## config.mk

```make
export PLATFORM = sky130hd
export DESIGN_NAME = hevc_length_to_annexb_converter_top_flat
export DESIGN_NICKNAME = d
export VERILOG_FILES = /design/src/sv/hlac_pkg.sv /design/src/sv/hlac_if.sv /design/src/sv/hlac_queue.sv /design/src/sv/hlac_front.sv /design/src/sv/hlac_back.sv /design/src/sv/hevc_length_to_annexb_converter_top.sv /design/src/flat_wrapper.sv
export SDC_FILE = /design/constraint.sdc
export NUM_CORES = 1
export LEC_CHECK = 0
export ABC_AREA = 1
export BUFFER_PORTS_ARGS = -buffer_cell sky130_fd_sc_hd__buf_2
export CAP_MARGIN = 20
export CORE_UTILIZATION = 61
export CTS_CLUSTER_DIAMETER = 60
export DETAILED_ROUTE_END_ITERATION = 8
export GPL_ROUTABILITY_DRIVEN = 0
export PLACE_DENSITY = 0.87
export SYNTH_ARGS = -nofsm -noshare
export SYNTH_HDL_FRONTEND = slang
export SYNTH_SLANG_ARGS = --single-unit
```

## constraint.sdc

```tcl
create_clock -name clk -period 3.25 [get_ports clk]
set_input_delay 0.975 -clock clk [delete_from_list [all_inputs] [get_ports clk]]
set_output_delay 0.975 -clock clk [all_outputs]
set_load 0.01 [all_outputs]
```

## src/sv/hlac_pkg.sv

```systemverilog
// Shared types, constants and helpers of the length-prefixed to Annex B converter.
`default_nettype none
package hlac_pkg;

	localparam int unsigned DATA_W      = 8;
	localparam int unsigned TIME_W      = 32;
	localparam int unsigned MASK_W      = 64;
	localparam int unsigned LEN_W       = 32;
	localparam int unsigned CFG_IDX_W   = 1;
	localparam int unsigned QUEUE_DEPTH = 4;
	localparam int unsigned IDX_W       = 4;

	localparam logic [CFG_IDX_W-1:0] CFG_VCL_MASK   = CFG_IDX_W'(0);
	localparam logic [CFG_IDX_W-1:0] CFG_PARAM_MASK = CFG_IDX_W'(1);

	localparam logic [MASK_W-1:0] VCL_MASK_RST   = 64'h0000_0000_003F_03FF;
	localparam logic [MASK_W-1:0] PARAM_MASK_RST = 64'h0000_0007_0000_0000;

	localparam logic [5:0] AUD_TYPE  = 6'd35;
	localparam logic [2:0] LEN_BYTES = 3'd4;

	// Last byte index of each output run (prefix bytes then the payload byte)
	localparam logic [IDX_W-1:0] LONG_LAST   = 4'd11;
	localparam logic [IDX_W-1:0] CONFIG_LAST = 4'd4;
	localparam logic [IDX_W-1:0] SHORT_LAST  = 4'd3;
	localparam logic [IDX_W-1:0] NONE_LAST   = 4'd0;

	typedef enum logic [1:0] {
		GRP_OTHER  = 2'd0,
		GRP_START  = 2'd1,
		GRP_CONFIG = 2'd2,
		GRP_VCL    = 2'd3
	} grp_t;

	typedef enum logic [1:0] {
		PFX_NONE,
		PFX_SHORT,
		PFX_CONFIG,
		PFX_LONG
	} pfx_t;

	typedef struct packed {
		pfx_t              pfx;
		logic [DATA_W-1:0] data;
	} cmd_t;

	typedef struct packed {
		logic full;
		logic empty;
	} q_stat_t;

	// Delimiter NAL plus start codes; the 3- and 4-byte codes are slices of it
	function automatic logic [DATA_W-1:0] prefix_byte(input logic [IDX_W-1:0] idx);
		logic [DATA_W-1:0] b;
		b = 8'h00;
		case (idx)
			4'd3:    b = 8'h01;
			4'd4:    b = 8'h46;
			4'd5:    b = 8'h01;
			4'd6:    b = 8'h50;
			4'd10:   b = 8'h01;
			default: b = 8'h00;
		endcase
		return b;
	endfunction

	function automatic logic [IDX_W-1:0] run_last_idx(input pfx_t pfx);
		logic [IDX_W-1:0] l;
		l = NONE_LAST;
		unique case (pfx)
			PFX_LONG:   l = LONG_LAST;
			PFX_CONFIG: l = CONFIG_LAST;
			PFX_SHORT:  l = SHORT_LAST;
			PFX_NONE:   l = NONE_LAST;
			default:    l = NONE_LAST;
		endcase
		return l;
	endfunction

endpackage
`default_nettype wire

```

## src/sv/hlac_if.sv

```systemverilog
// Stream channel interfaces for the packet input and the Annex B output.
`default_nettype none
interface hlac_in_if;
	logic        valid;
	logic        ready;
	logic [7:0]  data_byte;
	logic        packet_first;
	logic        packet_last;
	logic [31:0] frame_time;

	modport source(output valid, data_byte, packet_first, packet_last, frame_time,
		input ready);
	modport sink(input valid, data_byte, packet_first, packet_last, frame_time,
		output ready);
endinterface

interface hlac_out_if;
	logic       valid;
	logic       ready;
	logic [7:0] out_byte;
	logic       run_last;

	modport source(output valid, out_byte, run_last, input ready);
	modport sink(input valid, out_byte, run_last, output ready);
endinterface
`default_nettype wire

```

## src/sv/hlac_queue.sv

```systemverilog
// Short command queue between the parser and the byte emitter.
`default_nettype none
module hlac_queue #(
	parameter int unsigned DEPTH = hlac_pkg::QUEUE_DEPTH
) (
	input  wire                  clk,
	input  wire                  arst_n,
	input  wire                  push,
	input  hlac_pkg::cmd_t       din,
	input  wire                  pop,
	output hlac_pkg::cmd_t       dout,
	output hlac_pkg::q_stat_t    stat
);
	import hlac_pkg::*;

	localparam int unsigned PTR_W = (DEPTH > 1) ? $clog2(DEPTH) : 1;
	localparam int unsigned CNT_W = $clog2(DEPTH + 1);

	cmd_t             mem_q [DEPTH];
	logic [PTR_W-1:0] wr_ptr_q;
	logic [PTR_W-1:0] rd_ptr_q;
	logic [CNT_W-1:0] cnt_q;
	logic             do_push;
	logic             do_pop;

	assign stat.full  = (cnt_q == CNT_W'(DEPTH));
	assign stat.empty = (cnt_q == '0);
	assign do_push    = push && !stat.full;
	assign do_pop     = pop && !stat.empty;
	assign dout       = mem_q[rd_ptr_q];

	always_ff @(posedge clk) begin
		if (do_push) begin
			mem_q[wr_ptr_q] <= din;
		end
	end

	always_ff @(posedge clk or negedge arst_n) begin
		if (!arst_n) begin
			wr_ptr_q <= '0;
			rd_ptr_q <= '0;
			cnt_q    <= '0;
		end else begin
			if (do_push) begin
				wr_ptr_q <= (wr_ptr_q == PTR_W'(DEPTH - 1)) ? '0 : wr_ptr_q + PTR_W'(1);
			end
			if (do_pop) begin
				rd_ptr_q <= (rd_ptr_q == PTR_W'(DEPTH - 1)) ? '0 : rd_ptr_q + PTR_W'(1);
			end
			if (do_push && !do_pop) begin
				cnt_q <= cnt_q + CNT_W'(1);
			end else if (do_pop && !do_push) begin
				cnt_q <= cnt_q - CNT_W'(1);
			end
		end
	end

endmodule
`default_nettype wire

```

## src/sv/hlac_front.sv

```systemverilog
// Packet parser: length fields, NAL header classification and prefix choice.
`default_nettype none
module hlac_front (
	input  wire                                     clk,
	input  wire                                     arst_n,
	input  wire                                     cfg_we,
	input  wire [hlac_pkg::CFG_IDX_W-1:0]           cfg_index,
	input  wire [hlac_pkg::MASK_W-1:0]              cfg_data,
	hlac_in_if.sink                                 in_ch,
	input  hlac_pkg::q_stat_t                       q_stat,
	output logic                                    push,
	output hlac_pkg::cmd_t                          push_cmd
);
	import hlac_pkg::*;

	logic [MASK_W-1:0] vcl_mask_q;
	logic [MASK_W-1:0] param_mask_q;
	logic [TIME_W-1:0] last_time_q;
	grp_t              grp_q;
	logic [2:0]        len_cnt_q;
	logic [LEN_W-1:0]  remain_q;
	logic              drop_q;
	logic              hdr_wait_q;

	logic [TIME_W-1:0] last_time_n;
	grp_t              grp_n;
	logic [2:0]        len_cnt_n;
	logic [LEN_W-1:0]  remain_n;
	logic              drop_n;
	logic              hdr_wait_n;
	logic              emit;
	pfx_t              pfx;
	grp_t              cls;
	logic [5:0]        nal_type;
	logic              accept;

	assign in_ch.ready = !q_stat.full;
	assign accept      = in_ch.valid && in_ch.ready;
	assign push        = accept && emit;
	assign push_cmd    = '{pfx: pfx, data: in_ch.data_byte};
	assign nal_type    = in_ch.data_byte[6:1];

	always_comb begin
		last_time_n = last_time_q;
		grp_n       = grp_q;
		len_cnt_n   = len_cnt_q;
		remain_n    = remain_q;
		drop_n      = drop_q;
		hdr_wait_n  = hdr_wait_q;
		emit        = 1'b0;
		pfx         = PFX_NONE;
		cls         = GRP_OTHER;

		if (in_ch.packet_first) begin
			if (in_ch.frame_time != last_time_q) begin
				last_time_n = in_ch.frame_time;
				grp_n       = GRP_START;
			end
			len_cnt_n  = '0;
			remain_n   = '0;
			drop_n     = 1'b0;
			hdr_wait_n = 1'b0;
		end

		if (hdr_wait_n) begin
			hdr_wait_n = 1'b0;
			remain_n   = remain_n - LEN_W'(1);
			if (nal_type == AUD_TYPE) begin
				// delimiter unit: dropped, restarts the group
				grp_n  = GRP_START;
				drop_n = 1'b1;
			end else begin
				if (vcl_mask_q[nal_type]) begin
					cls = GRP_VCL;
				end else if (param_mask_q[nal_type]) begin
					cls = GRP_CONFIG;
				end else begin
					cls = GRP_OTHER;
				end
				emit = 1'b1;
				if (grp_n == GRP_START || (grp_n != GRP_OTHER && cls != grp_n)) begin
					pfx = PFX_LONG;
				end else if (cls == GRP_CONFIG) begin
					pfx = PFX_CONFIG;
				end else begin
					pfx = PFX_SHORT;
				end
				grp_n  = cls;
				drop_n = 1'b0;
			end
			if (remain_n == '0) begin
				len_cnt_n = '0;
			end
		end else if (len_cnt_n >= LEN_BYTES) begin
			if (remain_n != '0) begin
				remain_n = remain_n - LEN_W'(1);
			end
			if (!drop_n) begin
				emit = 1'b1;
			end
			if (remain_n == '0) begin
				len_cnt_n = '0;
				drop_n    = 1'b0;
			end
		end else begin
			remain_n  = {remain_n[LEN_W-DATA_W-1:0], in_ch.data_byte};
			len_cnt_n = len_cnt_n + 3'd1;
			if (len_cnt_n == LEN_BYTES) begin
				if (remain_n == '0) begin
					len_cnt_n = '0;
				end else begin
					hdr_wait_n = 1'b1;
				end
			end
		end

		if (in_ch.packet_last) begin
			len_cnt_n  = '0;
			remain_n   = '0;
			drop_n     = 1'b0;
			hdr_wait_n = 1'b0;
		end
	end

	always_ff @(posedge clk or negedge arst_n) begin
		if (!arst_n) begin
			vcl_mask_q   <= VCL_MASK_RST;
			param_mask_q <= PARAM_MASK_RST;
			last_time_q  <= '0;
			grp_q        <= GRP_START;
			len_cnt_q    <= '0;
			remain_q     <= '0;
			drop_q       <= 1'b0;
			hdr_wait_q   <= 1'b0;
		end else begin
			if (cfg_we) begin
				case (cfg_index)
					CFG_VCL_MASK:   vcl_mask_q   <= cfg_data;
					CFG_PARAM_MASK: param_mask_q <= cfg_data;
					default: ;
				endcase
			end
			if (accept) begin
				last_time_q <= last_time_n;
				grp_q       <= grp_n;
				len_cnt_q   <= len_cnt_n;
				remain_q    <= remain_n;
				drop_q      <= drop_n;
				hdr_wait_q  <= hdr_wait_n;
			end
		end
	end

endmodule
`default_nettype wire

```

## src/sv/hlac_back.sv

```systemverilog
// Byte emitter: expands each queued command into prefix bytes and the payload byte.
`default_nettype none
module hlac_back (
	input  wire                  clk,
	input  wire                  arst_n,
	input  hlac_pkg::cmd_t       head,
	input  hlac_pkg::q_stat_t    q_stat,
	output logic                 pop,
	hlac_out_if.source           out_ch
);
	import hlac_pkg::*;

	logic [IDX_W-1:0]  idx_q;
	logic              out_valid_q;
	logic [DATA_W-1:0] out_byte_q;
	logic              run_last_q;

	logic [IDX_W-1:0]  last_idx;
	logic [IDX_W-1:0]  pfx_idx;
	logic              at_last;
	logic              load;
	logic [DATA_W-1:0] next_byte;

	assign last_idx = run_last_idx(head.pfx);
	assign at_last  = (idx_q == last_idx);
	// short start code skips the leading zero of the long one
	assign pfx_idx  = (head.pfx == PFX_SHORT) ? idx_q + IDX_W'(1) : idx_q;
	assign next_byte = at_last ? head.data : prefix_byte(pfx_idx);
	assign load     = !q_stat.empty && (!out_valid_q || out_ch.ready);
	assign pop      = load && at_last;

	assign out_ch.valid    = out_valid_q;
	assign out_ch.out_byte = out_byte_q;
	assign out_ch.run_last = run_last_q;

	always_ff @(posedge clk) begin
		if (load) begin
			out_byte_q <= next_byte;
			run_last_q <= at_last;
		end
	end

	always_ff @(posedge clk or negedge arst_n) begin
		if (!arst_n) begin
			idx_q       <= '0;
			out_valid_q <= 1'b0;
		end else begin
			if (load) begin
				out_valid_q <= 1'b1;
				idx_q       <= at_last ? '0 : idx_q + IDX_W'(1);
			end else if (out_ch.ready) begin
				out_valid_q <= 1'b0;
			end
		end
	end

endmodule
`default_nettype wire

```

## src/sv/hevc_length_to_annexb_converter_top.sv

```systemverilog
// Top level of the length-prefixed to Annex B converter.
// Path: a byte that produces output is written into the command queue, then into the output register.
// Throughput: one input byte per cycle while the command queue is not full; a unit header expands
// to 4, 5 or 12 output bytes and the command queue absorbs the gap.
// Reset: arst_n clears parser state, masks to defaults, queue and output register at once.
`default_nettype none
module hevc_length_to_annexb_converter_top #(
	parameter int unsigned FIFO_DEPTH = hlac_pkg::QUEUE_DEPTH
) (
	input  wire                              clk,
	input  wire                              arst_n,
	input  wire                              cfg_we,
	input  wire [hlac_pkg::CFG_IDX_W-1:0]    cfg_index,
	input  wire [hlac_pkg::MASK_W-1:0]       cfg_data,
	hlac_in_if.sink                          in_ch,
	hlac_out_if.source                       out_ch
);
	import hlac_pkg::*;

	logic    push;
	logic    pop;
	cmd_t    push_cmd;
	cmd_t    head;
	q_stat_t q_stat;

	hlac_front u_front (
		.clk      (clk),
		.arst_n   (arst_n),
		.cfg_we   (cfg_we),
		.cfg_index(cfg_index),
		.cfg_data (cfg_data),
		.in_ch    (in_ch),
		.q_stat   (q_stat),
		.push     (push),
		.push_cmd (push_cmd)
	);

	hlac_queue #(
		.DEPTH(FIFO_DEPTH)
	) u_queue (
		.clk   (clk),
		.arst_n(arst_n),
		.push  (push),
		.din   (push_cmd),
		.pop   (pop),
		.dout  (head),
		.stat  (q_stat)
	);

	hlac_back u_back (
		.clk   (clk),
		.arst_n(arst_n),
		.head  (head),
		.q_stat(q_stat),
		.pop   (pop),
		.out_ch(out_ch)
	);

endmodule
`default_nettype wire

```

## src/flat_wrapper.sv

```systemverilog
// flat-port wrapper written by rule: the top's interface ports become plain ports
module hevc_length_to_annexb_converter_top_flat import hlac_pkg::*;
#(
	parameter int unsigned FIFO_DEPTH = hlac_pkg::QUEUE_DEPTH
)
  (clk, arst_n, cfg_we, cfg_index, cfg_data, in_ch_valid, in_ch_data_byte, in_ch_packet_first, in_ch_packet_last, in_ch_frame_time, in_ch_ready, out_ch_valid, out_ch_out_byte, out_ch_run_last, out_ch_ready);
  hlac_in_if in_ch_i ();
  hlac_out_if out_ch_i ();
  input  wire clk;
  input  wire arst_n;
  input  wire cfg_we;
  input  wire [hlac_pkg::CFG_IDX_W-1:0] cfg_index;
  input  wire [hlac_pkg::MASK_W-1:0] cfg_data;
  input wire logic [$bits(in_ch_i.valid)-1:0] in_ch_valid;
  input wire logic [$bits(in_ch_i.data_byte)-1:0] in_ch_data_byte;
  input wire logic [$bits(in_ch_i.packet_first)-1:0] in_ch_packet_first;
  input wire logic [$bits(in_ch_i.packet_last)-1:0] in_ch_packet_last;
  input wire logic [$bits(in_ch_i.frame_time)-1:0] in_ch_frame_time;
  output wire logic [$bits(in_ch_i.ready)-1:0] in_ch_ready;
  output wire logic [$bits(out_ch_i.valid)-1:0] out_ch_valid;
  output wire logic [$bits(out_ch_i.out_byte)-1:0] out_ch_out_byte;
  output wire logic [$bits(out_ch_i.run_last)-1:0] out_ch_run_last;
  input wire logic [$bits(out_ch_i.ready)-1:0] out_ch_ready;
  assign in_ch_i.valid = in_ch_valid;
  assign in_ch_i.data_byte = in_ch_data_byte;
  assign in_ch_i.packet_first = in_ch_packet_first;
  assign in_ch_i.packet_last = in_ch_packet_last;
  assign in_ch_i.frame_time = in_ch_frame_time;
  assign in_ch_ready = in_ch_i.ready;
  assign out_ch_valid = out_ch_i.valid;
  assign out_ch_out_byte = out_ch_i.out_byte;
  assign out_ch_run_last = out_ch_i.run_last;
  assign out_ch_i.ready = out_ch_ready;
  hevc_length_to_annexb_converter_top #(.FIFO_DEPTH(FIFO_DEPTH)) u_core (.clk(clk), .arst_n(arst_n), .cfg_we(cfg_we), .cfg_index(cfg_index), .cfg_data(cfg_data), .in_ch(in_ch_i), .out_ch(out_ch_i));
endmodule
```

==> results of run 1 <==
==> cells in the mapped netlist (5+ instances only) <==
master | n | area share, %
sky130_fd_sc_hd__o22ai_1 | 22 | 0.96
sky130_fd_sc_hd__mux2_2 | 21 | 1.6
sky130_fd_sc_hd__nor2_2 | 13 | 0.56
sky130_fd_sc_hd__buf_6 | 6 | 0.47
sky130_fd_sc_hd__nand2_4 | 5 | 0.39
sky130_fd_sc_hd__a21oi_1 | 28 | 0.97
sky130_fd_sc_hd__a32o_1 | 18 | 1.3
sky130_fd_sc_hd__o211ai_1 | 42 | 2.2
sky130_fd_sc_hd__dfstp_2 | 20 | 3.7
sky130_fd_sc_hd__o221ai_1 | 12 | 0.73
sky130_fd_sc_hd__inv_1 | 161 | 4.2
sky130_fd_sc_hd__xor2_1 | 19 | 1.2
sky130_fd_sc_hd__nand4_1 | 12 | 0.52
sky130_fd_sc_hd__nand3_1 | 103 | 3.6
sky130_fd_sc_hd__nor2_4 | 5 | 0.39
sky130_fd_sc_hd__nor2_1 | 186 | 4.9
sky130_fd_sc_hd__o21ai_0 | 279 | 9.7
sky130_fd_sc_hd__or2_2 | 10 | 0.43
sky130_fd_sc_hd__nand2_1 | 498 | 13
sky130_fd_sc_hd__nand2_2 | 20 | 0.87
sky130_fd_sc_hd__dfrtp_1 | 191 | 33
sky130_fd_sc_hd__xnor2_1 | 13 | 0.79
sky130_fd_sc_hd__ha_1 | 11 | 0.96
sky130_fd_sc_hd__edfxtp_1 | 49 | 10
sky130_fd_sc_hd__clkbuf_1 | 80 | 2.1
==> sequential cells by signal, summed over array words and instances, names as in the netlist, 3 cells and up <==
register,cells
u_core.u_front.remain_q,32
u_core.u_front.vcl_mask_q,64
u_core.u_back.idx_q,4
u_core.u_queue.cnt_q,3
u_core.u_front.last_time_q,32
u_core.u_back.out_ch.out_byte,8
u_core.u_queue.mem_q,40
u_core.u_front.len_cnt_q,3
u_core.u_front.param_mask_q,64
==> metrics by stage <==
step | util (%) | area [um^2] | hold WS (ns)
2_1_floorplan | - | 14400 | 0.448
3_3_place_gp | 68.6 | 15700 | 0.461
3_5_place_dp | 68.6 | 15700 | 0.467
4_1_cts | 72.9 | 16700 | 0.445
5_1_grt | 72.9 | 16700 | 0.479
6_report | 72.9 | 16700 | 0.425
==> critical path, cell delays in order <==
cell and delay [ns]:
sky130_fd_sc_hd__buf_2 0.11, sky130_fd_sc_hd__inv_2 0.12, sky130_fd_sc_hd__nand2_2 0.10, sky130_fd_sc_hd__ha_1 0.22, sky130_fd_sc_hd__nand2_1 0.10, sky130_fd_sc_hd__nor2_2 0.15, sky130_fd_sc_hd__nand2_1 0.12, sky130_fd_sc_hd__nor2_4 0.15
sky130_fd_sc_hd__nand2_4 0.24, sky130_fd_sc_hd__nand3_1 0.20, sky130_fd_sc_hd__nand2_1 0.08, sky130_fd_sc_hd__nor2_1 0.18, sky130_fd_sc_hd__nand2_1 0.09, sky130_fd_sc_hd__nor2_2 0.15, sky130_fd_sc_hd__nand2_1 0.10, sky130_fd_sc_hd__nand3_1 0.08
sky130_fd_sc_hd__nand2_1 0.05, sky130_fd_sc_hd__nand2_1 0.05, sky130_fd_sc_hd__nand2_1 0.05
==> cell usage in the layout, fill, tap and decap left out, drive strengths merged <==
| cell type | n |
|---|---|
| clkinv | 15 |
| xor2 | 19 |
| nand3 | 104 |
| a32o | 18 |
| clkbuf | 36 |
| or2 | 10 |
| fa | 1 |
| clkinvlp | 1 |
| o21bai | 3 |
| o211ai | 42 |
| o22ai | 22 |
| a31oi | 1 |
| nor4 | 2 |
| nor3 | 3 |
| xnor2 | 13 |
| mux2 | 21 |
| bufinv | 4 |
| nand4 | 12 |
| edfxtp | 49 |
| a21boi | 1 |
| buf | 195 |
| dfstp | 20 |
| o221ai | 12 |
| ha | 11 |
| o21ai | 285 |
| inv | 165 |
| nand2 | 523 |
| dfrtp | 191 |
| nor2 | 204 |
| a21oi | 28 |
==> cells by family (layout without fill, tap and decap cells) <==
group | Yosys count | count (layout)
buffers and inverters | 258 | 416
AND/OR/NAND/NOR | 858 | 858
multiplexers | 21 | 21
XOR/XNOR | 32 | 32
AO/OA/AOI/OAI | 412 | 412
flip-flops | 260 | 260
adder cells (fa/ha/maj) | 12 | 12
==> power groups by stage <==
| stage | combinational, uW | clock [uW] | sequential, uW |
|---|---|---|---|
| CTS | 3390 | 3370 | 4150 |
| global route | 3830 | 3520 | 4210 |
| finish | 3450 | 3350 | 4160 |
| global placement | 3210 | 0 | 4170 |
| detailed placement | 3340 | 0 | 4200 |
| floorplan | 2270 | 0 | 4160 |
==> worst max path at each step <==
stage                                                    endpoint  depth (start not counted)          startpoint  slack [ns]
final                     u_core.u_front.len_cnt_q[1]$_DFFE_PN0P_                         19  in_ch_packet_first        0.38
after global routing      u_core.u_front.len_cnt_q[2]$_DFFE_PN0P_                         19  in_ch_packet_first        0.12
after CTS                 u_core.u_front.len_cnt_q[1]$_DFFE_PN0P_                         19  in_ch_packet_first        0.44
after detailed placement  u_core.u_front.len_cnt_q[1]$_DFFE_PN0P_                         19  in_ch_packet_first       -0.11
after global placement    u_core.u_front.len_cnt_q[0]$_DFFE_PN0P_                         19  in_ch_packet_first       -0.04
after floorplan               u_core.u_queue.cnt_q[1]$_DFFE_PN0P_                         13  in_ch_data_byte[1]        0.05
==> metal layers <==
metal  GRT usage [%]  share of wire [%]
met5               0                  0
met4            12.7                3.7
met2            54.5                 48
met3            5.00                8.8
met1            41.3                 39
==> cell type report <==
class | instances | share of cell area (%)
clock buffers | 35 | 4.60
clock inverters | 17 | 1.32
inverters | 168 | 3.78
well taps | 313 | 2.35
repair buffers | 196 | 7.71
multi-input cells | 1335 | 39.7
flip-flops and latches | 260 | 40.6
==> out/results.md, run 1 <==
| Step | Parameter | Value |
| --- | --- | --- |
| clock network | Root buffer selected by CTS | sky130_fd_sc_hd__clkbuf_16 |
| hold path | Worst min-delay path class | input pin to asynchronous set/reset pin |
| floorplan | Number of rows in the core area | 55 |
| sta | Total count of hold-check failures in the final report | 0 |
| final layout | Nets | 2113 |
| sta | Worst Skew | 0.0376 ns |
| final layout | Storage element area | 6780 um^2 |
| sta | Final number of max-transition violations | 0 |
| sta | Max Freq | 0.348 GHz |
| final layout | Post-synthesis to final-layout area growth | 16.0% |
| sta | Period Utilization, post-route | 88.4% |
| worst setup path | CP Max Fanout | 34 |
| pwr | Cell-internal power | 7110 uW |
| yosys | Post-synthesis share of cell area spent on full adders, half adders and majority gates | 1.10% |
| clock network | TritonCTS clock tree | done |
| clock network | Number of levels the H-tree was split into | 1 |
| drt | Number of nets still failing antenna checks after routing | 0 |
| worst setup path | Reg2reg setup slack | 0.40 ns |
| worst setup path | R2R Path End | u_core.u_queue.cnt_q[1]$_DFFE_PN0P_ |
| worst setup path | Worst path required time | 3.69 ns |
| clock network | # Post-CTS Setup Buffers | 0 |
| global routing | Global route total overflow | 0 |
| yosys | Share of the synthesized netlist area taken by xor and xnor gates | 1.95% |
| clock network | Clock sink count | 260 |
| global routing | Initial antenna violation count | 0 |
| pwr | Combinational group share of total power | 31.5% |
| placement | Number of placed instances with taps included | 2272 |
| yosys | Post-synth ARST share | 81.2% |
| placement | Estimated wirelength of the detail-placed design | 26300 um |
| pwr | Share of total power in sequential cells | 38.0% |
| final layout | Fill cell total of the finished layout | 1712 |
| yosys | Top_reg_cell synth | sky130_fd_sc_hd__dfrtp_1 |
| yosys | Syn avg cell area | 7.77 um^2 |
| clock network | Clock-pin slew on the worst setup and hold paths | 0.06 ns |
| yosys | Total nets after synthesis | 1977 |
| yosys | Post-synthesis instance area | 14400 um^2 |
| yosys | Cells after Synth | 1853 |
| yosys | Netlist cell types | 37 |
| floorplan | Area of the core region | 22900 um^2 |
| global routing | Vias in the first global route | 13100 |
| clock network | Clock network latency to the later pin of the worst-skew pair | 0.58 ns |
| final layout | Post-Layout Cell Count | 2324 |
| sta | Final setup violation count | 0 |
| pwr | Peak ir drop on the vdd network | 0.542 mV |
| global routing | Maximum number of pins on one net before global-route repair | 129 |
| global routing | Aggregate global-route resource usage | 32.1% |
| placement | Count of input and output buffers | 122 |
| yosys | Flip-flop and latch count after synthesis | 260 |
| sta | Final critical path time including I/O delays and setup | 2.87 ns |
| sta | Worst slew margin | 29.6% |
| drt | Detail-routed net length per standard cell | 16.7 um |
| clock network | Maximum buffer depth of the clock tree | 3 |
| sta | Setup repair after global routing missed its margin | no |
| clock network | Count of hold-fix buffers inserted at cts | 0 |
| sta | Final Worst Setup Slack | 0.377 ns |
| floorplan | I/O pins | 123 |
| floorplan | Die extent in y | 156 um |
| worst setup path | Critical path arrival | 3.31 ns |
| yosys | Warning count from the yosys run | 0 |
| drt | Drt first-iter violations | 1543 |
| floorplan | Starting utilization of the core area | 62.8% |
| final layout | Multi-input combinational cell area | 6620 um^2 |
| sta | Slew @ Worst Pin | 1.05 ns |
| yosys | Share of synthesized area spent on multiplexers | 1.64% |
| sta | Post-route setup TNS | 0 ns |
| global routing | Wire length of the first global-routing pass | 62500 um |
| yosys | Sequential fraction of the synthesis area | 47.1% |
| drt | Post-detailed-route DRC marker count | 0 |
| floorplan | Die span in x | 156 um |
| yosys | Share of the synthesized area in compound gates (AO/OA/AOI/OAI) | 16.3% |
| drt | Detailed-routing iteration count for the pre-antenna-repair pass | 6 |
| final layout | Share of final-layout standard cells stronger than drive strength 1 | 17.3% |
| pwr | Post-route total power | 11000 uW |
| status | Status | complete, no violations |
| worst setup path | Crit path capture type | flop |
| flow run | Total of max-cap violations | 0 |
| worst setup path | Crit Reg-Reg Startpoint | u_core.u_queue.rd_ptr_q[0]$_DFFE_PN0P_ |
| drt | Number of vias in the routed layout | 13700 |
| pwr | Power Dens Cells | 656 nW/um^2 |
| clock network | Cells resized by post-CTS repair | 0 |
| pwr | Clock network power share | 30.6% |
| worst setup path | Worst Reg-to-Reg Cells | 14 |
| clock network | CTS Buf Count | 28 |
| drt | WL final | 38800 um |
| floorplan | Area of the die | 24200 um^2 |
| yosys | Largest family of logic cells by synthesized area | simple AND/OR/NAND/NOR gates |
| pwr | Switch share | 35.1% |
| worst setup path | Type of the worst setup path | input pin to flop |
| placement | Worst setup timing slack at the placement stage | -0.108 ns |
| drt | Vias per Instance | 5.89 |
| pwr | Static leakage | 0.00830 uW |
| pwr | Switching power | 3850 uW |
| yosys | Post-synth EDFFs | 49 |
| yosys | Area fraction in and, or, nand and nor cells after synthesis | 24.9% |
| final layout | N_diodes | 0 |
| worst setup path | Kind of start point of the critical path | input pin |
Power figures use the tool's default switching activity.
==> inputs of run 2 (changes only) <==
--- a/config.mk
+++ b/config.mk
@@ -8,7 +8,9 @@
 export ABC_AREA = 1
 export BUFFER_PORTS_ARGS = -buffer_cell sky130_fd_sc_hd__buf_2
 export CAP_MARGIN = 20
-export CORE_UTILIZATION = 61
+export CELL_PAD_IN_SITES_DETAIL_PLACEMENT = 1
+export CELL_PAD_IN_SITES_GLOBAL_PLACEMENT = 2
+export CORE_UTILIZATION = 36
 export CTS_CLUSTER_DIAMETER = 60
 export DETAILED_ROUTE_END_ITERATION = 8
 export GPL_ROUTABILITY_DRIVEN = 0
==> run 2 against run 1 <==
  * Clock skew down 0.019 ns
  * Combinational power grew 17%
  * Core utilization down 26 points
  * Critical path type unchanged
  * First-iteration DRC count down 52%
  * Highest routed layer unchanged
==> out/results.md, run 2 (synthesis gave the netlist of run 1 again) <==
| Step | Parameter | Value | Delta |
| --- | --- | --- | --- |
| status | Status | complete, no violations |  |
| sta | Worst slew margin | 55.4% | +26 points |
| placement | Number of placed instances with taps included | 2602 | +15% |
| sta | Worst hold margin | 0.364 ns | -0.0604 ns |
| floorplan | Area of the die | 40800 um^2 | +68% |
| pwr | Power Dens Cells | 669 nW/um^2 | +1.9% |
| worst setup path | Largest incremental delay on the critical path | 0.29 ns | +0.05 ns |
| final layout | Most common cell after layout, fill and taps aside | sky130_fd_sc_hd__nand2_1 |  |
| worst setup path | Worst path required time | 3.67 ns | -0.02 ns |
| clock network | # Post-CTS Setup Buffers | 0 | unchanged |
| final layout | Post-Route Utilization | 46.5% | -26 points |
| clock network | Root buffer selected by CTS | sky130_fd_sc_hd__clkbuf_16 |  |
| drt | Number of vias in the routed layout | 13800 | +0.42% |
| floorplan | Area of the core region | 39000 um^2 | +70% |
| clock network | Clock network latency to the later pin of the worst-skew pair | 0.55 ns | -0.03 ns |
| placement | Post-DP Area | 16900 um^2 | +7.7% |
| sta | Final number of max-transition violations | 0 | unchanged |
| sta | Setup repair after global routing missed its margin | no |  |
| clock network | Clock-pin slew on the worst setup and hold paths | 0.06 ns | about the same |
| drt | Post-detailed-route DRC marker count | 0 | unchanged |
| final layout | Post-synthesis to final-layout area growth | 26.0% |  |
| drt | Drt first-iter violations | 737 | -52% |
| clock network | CTS Buf Count | 36 | +29% |
| clock network | Number of levels the H-tree was split into | 2 | +1 |
| worst setup path | Number of buffers and inverters on the critical path | 4 | +2 |
| sta | Total count of hold-check failures in the final report | 0 | unchanged |
| worst setup path | Critical path arrival | 3.42 ns | +0.11 ns |
| sta | Max Freq | 0.333 GHz | -4.3% |
| sta | Final setup violation count | 0 | unchanged |
| pwr | Share of total power in sequential cells | 34.3% | -3.7 points |
| worst setup path | Cell at the slowest stage of the critical path | sky130_fd_sc_hd__nor2_2 |  |
| worst setup path | Crit Reg-Reg Startpoint | u_core.u_front.remain_q[7]$_DFFE_PN0P_ |  |
| clock network | Count of hold-fix buffers inserted at cts | 0 | unchanged |
| global routing | Wire length of the first global-routing pass | 79600 um | +27% |
| sta | Period Utilization, post-route | 92.3% | +3.9 points |
| global routing | Vias in the first global route | 14800 | +13% |
| global routing | Aggregate global-route resource usage | 24.4% | -7.7 points |
| final layout | Top flop regs | u_core.u_front.param_mask_q: 64 flops, u_core.u_front.vcl_mask_q: 64 flops, u_core.u_queue.mem_q: 40 flops |  |
| placement | Count of input and output buffers | 122 | unchanged |
| worst setup path | Worst Reg-to-Reg Cells | 15 | +1 |
| drt | Number of nets still failing antenna checks after routing | 0 | unchanged |
| final layout | Post-Layout Cell Count | 2670 | +15% |
| final layout | Nets | 2247 | +6.3% |
| floorplan | Number of rows in the core area | 72 | +31% |
| clock network | Clock sink count | 260 | unchanged |
| worst setup path | Crit path capture type | flop |  |
| sta | Post-route setup TNS | 0 ns | unchanged |
| worst setup path | Most used cell along the critical path | sky130_fd_sc_hd__nand2_1 |  |
| worst setup path | CP Max Fanout | 10 | -71% |
| clock network | Cells resized by post-CTS repair | 0 | unchanged |
| hold path | Worst min-delay path class | input pin to asynchronous set/reset pin |  |
| final layout | Commonest cells after routing, fill and taps aside | 496 x sky130_fd_sc_hd__nand2_1, 279 x sky130_fd_sc_hd__o21ai_0, 191 x sky130_fd_sc_hd__dfrtp_1, 189 x sky130_fd_sc_hd__buf_4, 182 x sky130_fd_sc_hd__nor2_1 |  |
| final layout | Final instance area | 18100 um^2 | +8.7% |
| floorplan | Starting utilization of the core area | 36.9% | -26 points |
| floorplan | Die extent in y | 202 um | +30% |
| drt | Detailed-routing iteration count for the pre-antenna-repair pass | 4 | -2 |
| worst setup path | Reg2reg setup slack | 0.42 ns | +0.02 ns |
| drt | Detail-routed net length per standard cell | 18.1 um | +8.7% |
| pwr | Combinational group share of total power | 33.1% | +1.6 points |
| worst setup path | Family with the most delay on the worst path | simple AND/OR/NAND/NOR gates |  |
| placement | Estimated wirelength of the detail-placed design | 35300 um | +34% |
| worst setup path | Kind of start point of the critical path | input pin |  |
| final layout | Share of final-layout standard cells stronger than drive strength 1 | 22.6% | +5.3 points |
| pwr | Peak ir drop on the vdd network | 0.335 mV | -38% |
| pwr | Clock network power share | 32.5% | +1.9 points |
| sta | Final critical path time including I/O delays and setup | 3.00 ns | +0.128 ns |
| global routing | Initial antenna violation count | 1 | +1 |
| worst setup path | R2R Path End | u_core.u_front.len_cnt_q[2]$_DFFE_PN0P_ |  |
| pwr | Switch share | 35.2% | about the same |
| global routing | Maximum number of pins on one net before global-route repair | 66 | -49% |
| clock network | TritonCTS clock tree | done |  |
| pwr | Static leakage | 0.00900 uW | +8.4% |
| pwr | Cell-internal power | 7870 uW | +11% |
| floorplan | Die span in x | 202 um | +30% |
| drt | Vias per Instance | 5.15 | -13% |
| pwr | Switching power | 4270 uW | +11% |
| worst setup path | Worst path cell trace | buf_2 -> inv_2 -> buf_12 -> o21ai_0 -> buf_4 -> nand2_1 -> nor2_2 -> nand3_1 -> nand2_1 -> nand2_1 -> nor2_1 -> nand2_1 -> nor2_1 -> nand3_1 -> nand2_1 -> a21oi_1 -> nand2_1 -> nand2_1 |  |
| clock network | Maximum buffer depth of the clock tree | 3 | unchanged |
| global routing | Global route total overflow | 0 | unchanged |
| floorplan | I/O pins | 123 | unchanged |
| worst setup path | Type of the worst setup path | input pin to flop |  |
| sta | Worst Skew | 0.0188 ns | -0.0188 ns |
| sta | Slew @ Worst Pin | 0.669 ns | -0.383 ns |
| flow run | Total of max-cap violations | 0 | unchanged |
| drt | WL final | 48400 um | +25% |
[run 2: area by class of cell]
cell class / count / area (um^2)
Fill cell: 4795 / 20900
Sequential cell: 260 / 6780
Multi-Input combinational cell: 1335 / 6630
Timing Repair Buffer: 322 / 2270
Clock buffer: 50 / 1030
Tap cell: 518 / 648
Inverter: 168 / 631
Clock inverter: 16 / 169
Antenna cell: 1 / 2.50
[run 2: power groups by stage]
stage,Sequential [uW],Clock [uW],Combinational (uW)
6_report,4170,3950,4020
5_1_grt,4220,4160,4500
4_1_cts,4170,4030,4040
3_5_place_dp,4210,0,4000
3_3_place_gp,4190,0,3860
2_1_floorplan,4160,0,2270
[run 2: metal layers]
| metal | routed length, um | GRT usage [%] | vias up | share of wire, % |
|---|---|---|---|---|
| met4 | 1090 | 7.17 | 0 | 2.3 |
| met5 | 0 | 0 | - | 0 |
| li1 | - | - | 6669 | - |
| met1 | 21800 | 31.9 | 6770 | 45 |
| met3 | 1740 | 3.14 | 75 | 3.6 |
| met2 | 23800 | 41.9 | 239 | 49 |
[run 2: per-stage QoR]
stage / setup WS (ns) / power (uW)
finish: 0.249 / 12100
CTS: 0.294 / 12200
floorplan: 0.0504 / 6430
detailed placement: -0.274 / 8210
global placement: -0.178 / 8050
global route: 0.0456 / 12900
[run 2: how the worst max path moves through the flow]
stage / from / slack, ns / end / cells past startpoint
after floorplan: in_ch_data_byte[1] / 0.05 / u_core.u_queue.cnt_q[1]$_DFFE_PN0P_ / 13
after global placement: in_ch_packet_first / -0.18 / u_core.u_front.len_cnt_q[0]$_DFFE_PN0P_ / 18
after detailed placement: in_ch_packet_first / -0.27 / u_core.u_front.len_cnt_q[1]$_DFFE_PN0P_ / 18
final: in_ch_packet_first / 0.25 / u_core.u_front.len_cnt_q[2]$_DFFE_PN0P_ / 18
after global routing: in_ch_packet_first / 0.05 / u_core.u_front.len_cnt_q[2]$_DFFE_PN0P_ / 21
after CTS: in_ch_packet_first / 0.29 / u_core.u_front.len_cnt_q[2]$_DFFE_PN0P_ / 19
==> inputs of run 3 (changes only) <==
--- a/config.mk
+++ b/config.mk
@@ -9,12 +9,13 @@
 export BUFFER_PORTS_ARGS = -buffer_cell sky130_fd_sc_hd__buf_2
 export CAP_MARGIN = 20
 export CELL_PAD_IN_SITES_DETAIL_PLACEMENT = 1
-export CELL_PAD_IN_SITES_GLOBAL_PLACEMENT = 2
-export CORE_UTILIZATION = 36
+export CELL_PAD_IN_SITES_GLOBAL_PLACEMENT = 1
+export CORE_UTILIZATION = 45
 export CTS_CLUSTER_DIAMETER = 60
 export DETAILED_ROUTE_END_ITERATION = 8
 export GPL_ROUTABILITY_DRIVEN = 0
-export PLACE_DENSITY = 0.87
+export PLACE_DENSITY = 0.86
 export SYNTH_ARGS = -nofsm -noshare
 export SYNTH_HDL_FRONTEND = slang
+export SYNTH_HIERARCHICAL = 1
 export SYNTH_SLANG_ARGS = --single-unit
==> run 3 against run 2 <==
  * Synthesized cell count increased by 3.2%
  * Largest cell class is now multi-input gates
  * Sequential power increased by 3%
  * Die area decreased by 18%
  * Sequential cell count unchanged
  * Maximum frequency decreased by 3.2%
  * Routed wire length increased by 8.3%
  * Register-to-register slack got worse by 0.27 ns
  * First-iteration DRC count increased by 39%
  * Via count increased by 6.9%
  * Design area decreased by 1.9%
  * Power decreased by 2.3%
==> out/results.md, run 3 <==
| Step | Parameter | Value | Delta |
| --- | --- | --- | --- |
| final layout | Most common cell after layout, fill and taps aside | sky130_fd_sc_hd__nand2_1 |  |
| sta | Setup repair after global routing missed its margin | no |  |
| drt | Number of nets still failing antenna checks after routing | 0 | unchanged |
| final layout | Nets | 2247 | unchanged |
| yosys | Cells after Synth | 1913 | +3.2% |
| sta | Final critical path time including I/O delays and setup | 3.10 ns | +0.0996 ns |
| global routing | Vias in the first global route | 15700 | +6.0% |
| worst setup path | Crit path capture type | flop |  |
| drt | Post-detailed-route DRC marker count | 0 | unchanged |
| sta | Post-route setup TNS | 0 ns | unchanged |
| clock network | Cells resized by post-CTS repair | 0 | unchanged |
| sta | Max Freq | 0.323 GHz | -3.2% |
| placement | Count of input and output buffers | 122 | unchanged |
| clock network | Root buffer selected by CTS | sky130_fd_sc_hd__clkbuf_16 |  |
| yosys | Dominant cell by count in the synthesized netlist | sky130_fd_sc_hd__nand2_1 |  |
| drt | WL final | 52500 um | +8.3% |
| final layout | Share of final-layout standard cells stronger than drive strength 1 | 21.4% | -1.2 points |
| pwr | Peak ir drop on the vdd network | 0.467 mV | +40% |
| yosys | Library cell with the largest summed area after synthesis | sky130_fd_sc_hd__dfrtp_1 |  |
| sta | Worst Skew | 0.0632 ns | +0.0444 ns |
| yosys | Share of Yosys cell area claimed by the top area cell type | 32.3% | -0.94 points |
| global routing | Wire length of the first global-routing pass | 82100 um | +3.1% |
| clock network | Maximum buffer depth of the clock tree | 3 | unchanged |
| worst setup path | Crit Reg-Reg Startpoint | u_core/u_queue/rd_ptr_q[1]$_DFFE_PN0P_ |  |
| floorplan | Starting utilization of the core area | 45.6% | +8.7 points |
| placement | Estimated wirelength of the detail-placed design | 35500 um | +0.46% |
| global routing | Aggregate global-route resource usage | 30.6% | +6.3 points |
| clock network | # Post-CTS Setup Buffers | 0 | unchanged |
| worst setup path | Critical path arrival | 3.53 ns | +0.11 ns |
| yosys | Post-synth ARST share | 81.2% | unchanged |
| yosys | Post-synth EDFFs | 49 | unchanged |
| final layout | Commonest cells after routing, fill and taps aside | 536 x sky130_fd_sc_hd__nand2_1, 241 x sky130_fd_sc_hd__o21ai_0, 191 x sky130_fd_sc_hd__dfrtp_1, 183 x sky130_fd_sc_hd__inv_1, 173 x sky130_fd_sc_hd__nor2_1 |  |
| clock network | Clock-pin slew on the worst setup and hold paths | 0.06 ns | about the same |
| floorplan | I/O pins | 123 | unchanged |
| yosys | Most instantiated cells after synthesis | 538 x sky130_fd_sc_hd__nand2_1, 241 x sky130_fd_sc_hd__o21ai_0, 191 x sky130_fd_sc_hd__dfrtp_1 |  |
| worst setup path | Number of buffers and inverters on the critical path | 3 | -1 |
| worst setup path | Critical path startpoint | u_core/u_queue/rd_ptr_q[1]$_DFFE_PN0P_ |  |
| pwr | Static leakage | 0.00896 uW | -0.45% |
| worst setup path | Worst path cell trace | inv_1 -> o211ai_1 -> nand2_1 -> inv_2 -> o21ai_1 -> nand2_1 -> nor2_2 -> nand2_4 -> nor2_1 -> nand2_1 -> ha_1 -> inv_1 -> fa_1 -> nand2_1 -> o21ai_0 |  |
| drt | Detail-routed net length per standard cell | 20.2 um | +12% |
| sta | Final number of max-transition violations | 0 | unchanged |
| worst setup path | Type of the worst setup path | flop to flop |  |
| yosys | Total nets after synthesis | 2037 | +3.0% |
| clock network | Count of hold-fix buffers inserted at cts | 0 | unchanged |
| yosys | Sequential fraction of the synthesis area | 45.7% | -1.3 points |
| clock network | Number of levels the H-tree was split into | 1 | -1 |
| sta | Total count of hold-check failures in the final report | 0 | unchanged |
| floorplan | Area of the die | 33600 um^2 | -18% |
| yosys | Top_reg_cell synth | sky130_fd_sc_hd__dfrtp_1 |  |
| clock network | Clock sink count | 260 | unchanged |
| floorplan | Number of rows in the core area | 66 | -8.3% |
| drt | Drt first-iter violations | 1027 | +39% |
| final layout | Final instance area | 17800 um^2 | -1.9% |
| worst setup path | Worst path required time | 3.68 ns | about the same |
| drt | Number of vias in the routed layout | 14700 | +6.9% |
| worst setup path | Cell at the slowest stage of the critical path | sky130_fd_sc_hd__dfrtp_1 |  |
| sta | Final setup violation count | 0 | unchanged |
| final layout | Fill cell total of the finished layout | 4037 | -16% |
| sta | Period Utilization, post-route | 95.4% | +3.1 points |
| clock network | CTS Buf Count | 30 | -17% |
| worst setup path | Most used cell along the critical path | sky130_fd_sc_hd__nand2_1 |  |
| clock network | TritonCTS clock tree | done |  |
| pwr | Power Dens Cells | 667 nW/um^2 | -0.34% |
| global routing | Maximum number of pins on one net before global-route repair | 83 | +26% |
| floorplan | Die span in x | 183 um | -9.2% |
| floorplan | Die extent in y | 183 um | -9.2% |
| clock network | Clock network latency to the later pin of the worst-skew pair | 0.62 ns | +0.07 ns |
| flow run | Total of max-cap violations | 0 | unchanged |
| worst setup path | Kind of start point of the critical path | flop |  |
| worst setup path | CP Max Fanout | 9 | -1 |
| yosys | Syn avg cell area | 7.74 um^2 | -0.32% |
| worst setup path | Largest incremental delay on the critical path | 0.52 ns | +0.23 ns |
| sta | Worst hold margin | 0.361 ns | -0.00280 ns |
| drt | Detailed-routing iteration count for the pre-antenna-repair pass | 5 | +1 |
| drt | Vias per Instance | 5.67 | +10% |
| placement | Post-DP Area | 16800 um^2 | -0.41% |
| yosys | Netlist cell types | 44 | +19% |
| sta | Slew @ Worst Pin | 0.779 ns | +0.110 ns |
| global routing | Global route total overflow | 0 | unchanged |
| worst setup path | Family with the most delay on the worst path | simple AND/OR/NAND/NOR gates |  |
| yosys | Most area-consuming cells after synthesis | sky130_fd_sc_hd__dfrtp_1 32%, sky130_fd_sc_hd__nand2_1 14%, sky130_fd_sc_hd__edfxtp_1 9.9%, sky130_fd_sc_hd__o21ai_0 8.1%, sky130_fd_sc_hd__inv_1 4.6% |  |
| floorplan | Area of the core region | 32500 um^2 | -17% |
| hold path | Worst min-delay path class | input pin to asynchronous set/reset pin |  |
| placement | Number of placed instances with taps included | 2533 | -2.7% |
| yosys | Post-synthesis instance area | 14800 um^2 | +2.9% |
| global routing | Initial antenna violation count | 2 | +1 |
| yosys | Warning count from the yosys run | 6 | +6 |
| sta | Worst slew margin | 48.0% | -7.3 points |
| final layout | Top flop regs | u_core/u_front/param_mask_q: 64 flops, u_core/u_front/vcl_mask_q: 64 flops, u_core/u_queue/mem_q: 40 flops |  |
| final layout | Post-synthesis to final-layout area growth | 20.1% |  |
| yosys | Flip-flop and latch count after synthesis | 260 | unchanged |
| final layout | Post-Layout Cell Count | 2592 | -2.9% |
| status | Status | complete, no violations |  |
run 3: cells by family after synthesis:
group                      count (synthesis)  share of synthesized area, %
DFF                                      260                          45.7
and+or+nand+nor                          905                          25.9
buffers and inverters                    295                          8.41
xor gates and xnor gates                  27                          1.60
muxes                                     25                          1.90
AOI/OAI and AO/OA                        389                          15.4
adders and majority gates                 12                          1.06
run 3: metal layers:
metal  part of all wire (%)  wire, um  up-vias  track usage, %
met5                      0         0        -               0
li1                       -         -     6689               -
met3                    5.5      2880      196            3.76
met2                     50     26100      594            53.5
met4                    5.2      2710        0            14.4
met1                     40     20700     7227            37.7
run 3: worst paths after layout:
kind                                                              to  slack (ns)  depth (start not counted)
setup / recovery                 u_core/u_queue/cnt_q[1]$_DFFE_PN0P_        0.15                         15
hold / removal                    u_core/u_back/idx_q[2]$_DFFE_PN0P_        0.36                          1
setup reg to reg                 u_core/u_queue/cnt_q[1]$_DFFE_PN0P_        0.15                         15
hold reg to reg            u_core/u_front/vcl_mask_q[31]$_DFFE_PN0P_        0.48                          2
max in group asynchronous   u_core/u_front/vcl_mask_q[9]$_DFFE_PN1P_        1.98                          2
min in group clk           u_core/u_front/vcl_mask_q[31]$_DFFE_PN0P_        0.48                          2
run 3: through the flow:
step | power (uW) | setup WS, ns | util [%]
detailed placement | 8500 | -0.279 | 51.9
floorplan | 6800 | 0.141 | -
CTS | 11800 | 0.228 | 54.8
global placement | 8230 | -0.151 | 51.9
global route | 12500 | 0.0326 | 54.8
finish | 11900 | 0.150 | 54.8
run 3: power by group:
| part | leakage (uW) | internal (uW) | switching (uW) |
|---|---|---|---|
| Combinational | 0.00544 | 1630 | 2710 |
| Clock | 0.000467 | 1760 | 1480 |
| Sequential | 0.00306 | 3870 | 405 |
run 3: worst reg2reg max path, stage by stage (launching register included):
cell and delay [ns]:
sky130_fd_sc_hd__dfrtp_1 0.52, sky130_fd_sc_hd__inv_1 0.17, sky130_fd_sc_hd__o211ai_1 0.11, sky130_fd_sc_hd__nand2_1 0.20, sky130_fd_sc_hd__inv_2 0.11, sky130_fd_sc_hd__o21ai_1 0.15
sky130_fd_sc_hd__nand2_1 0.08, sky130_fd_sc_hd__nor2_2 0.13, sky130_fd_sc_hd__nand2_4 0.11, sky130_fd_sc_hd__nor2_1 0.29, sky130_fd_sc_hd__nand2_1 0.16, sky130_fd_sc_hd__ha_1 0.23
sky130_fd_sc_hd__inv_1 0.10, sky130_fd_sc_hd__fa_1 0.43, sky130_fd_sc_hd__nand2_1 0.10, sky130_fd_sc_hd__o21ai_0 0.09
run 3: final cells by class:
cell class / instances / area [um^2] / area share (%)
Timing Repair Buffer: 279 / 1970 / 11.1
Sequential cell: 260 / 6780 / 38.1
Multi-Input combinational cell: 1358 / 6810 / 38.3
Clock buffer: 36 / 793 / 4.46
Antenna cell: 3 / 7.51 / 0.0422
Clock inverter: 20 / 145 / 0.816
Tap cell: 442 / 553 / 3.11
Inverter: 194 / 731 / 4.11
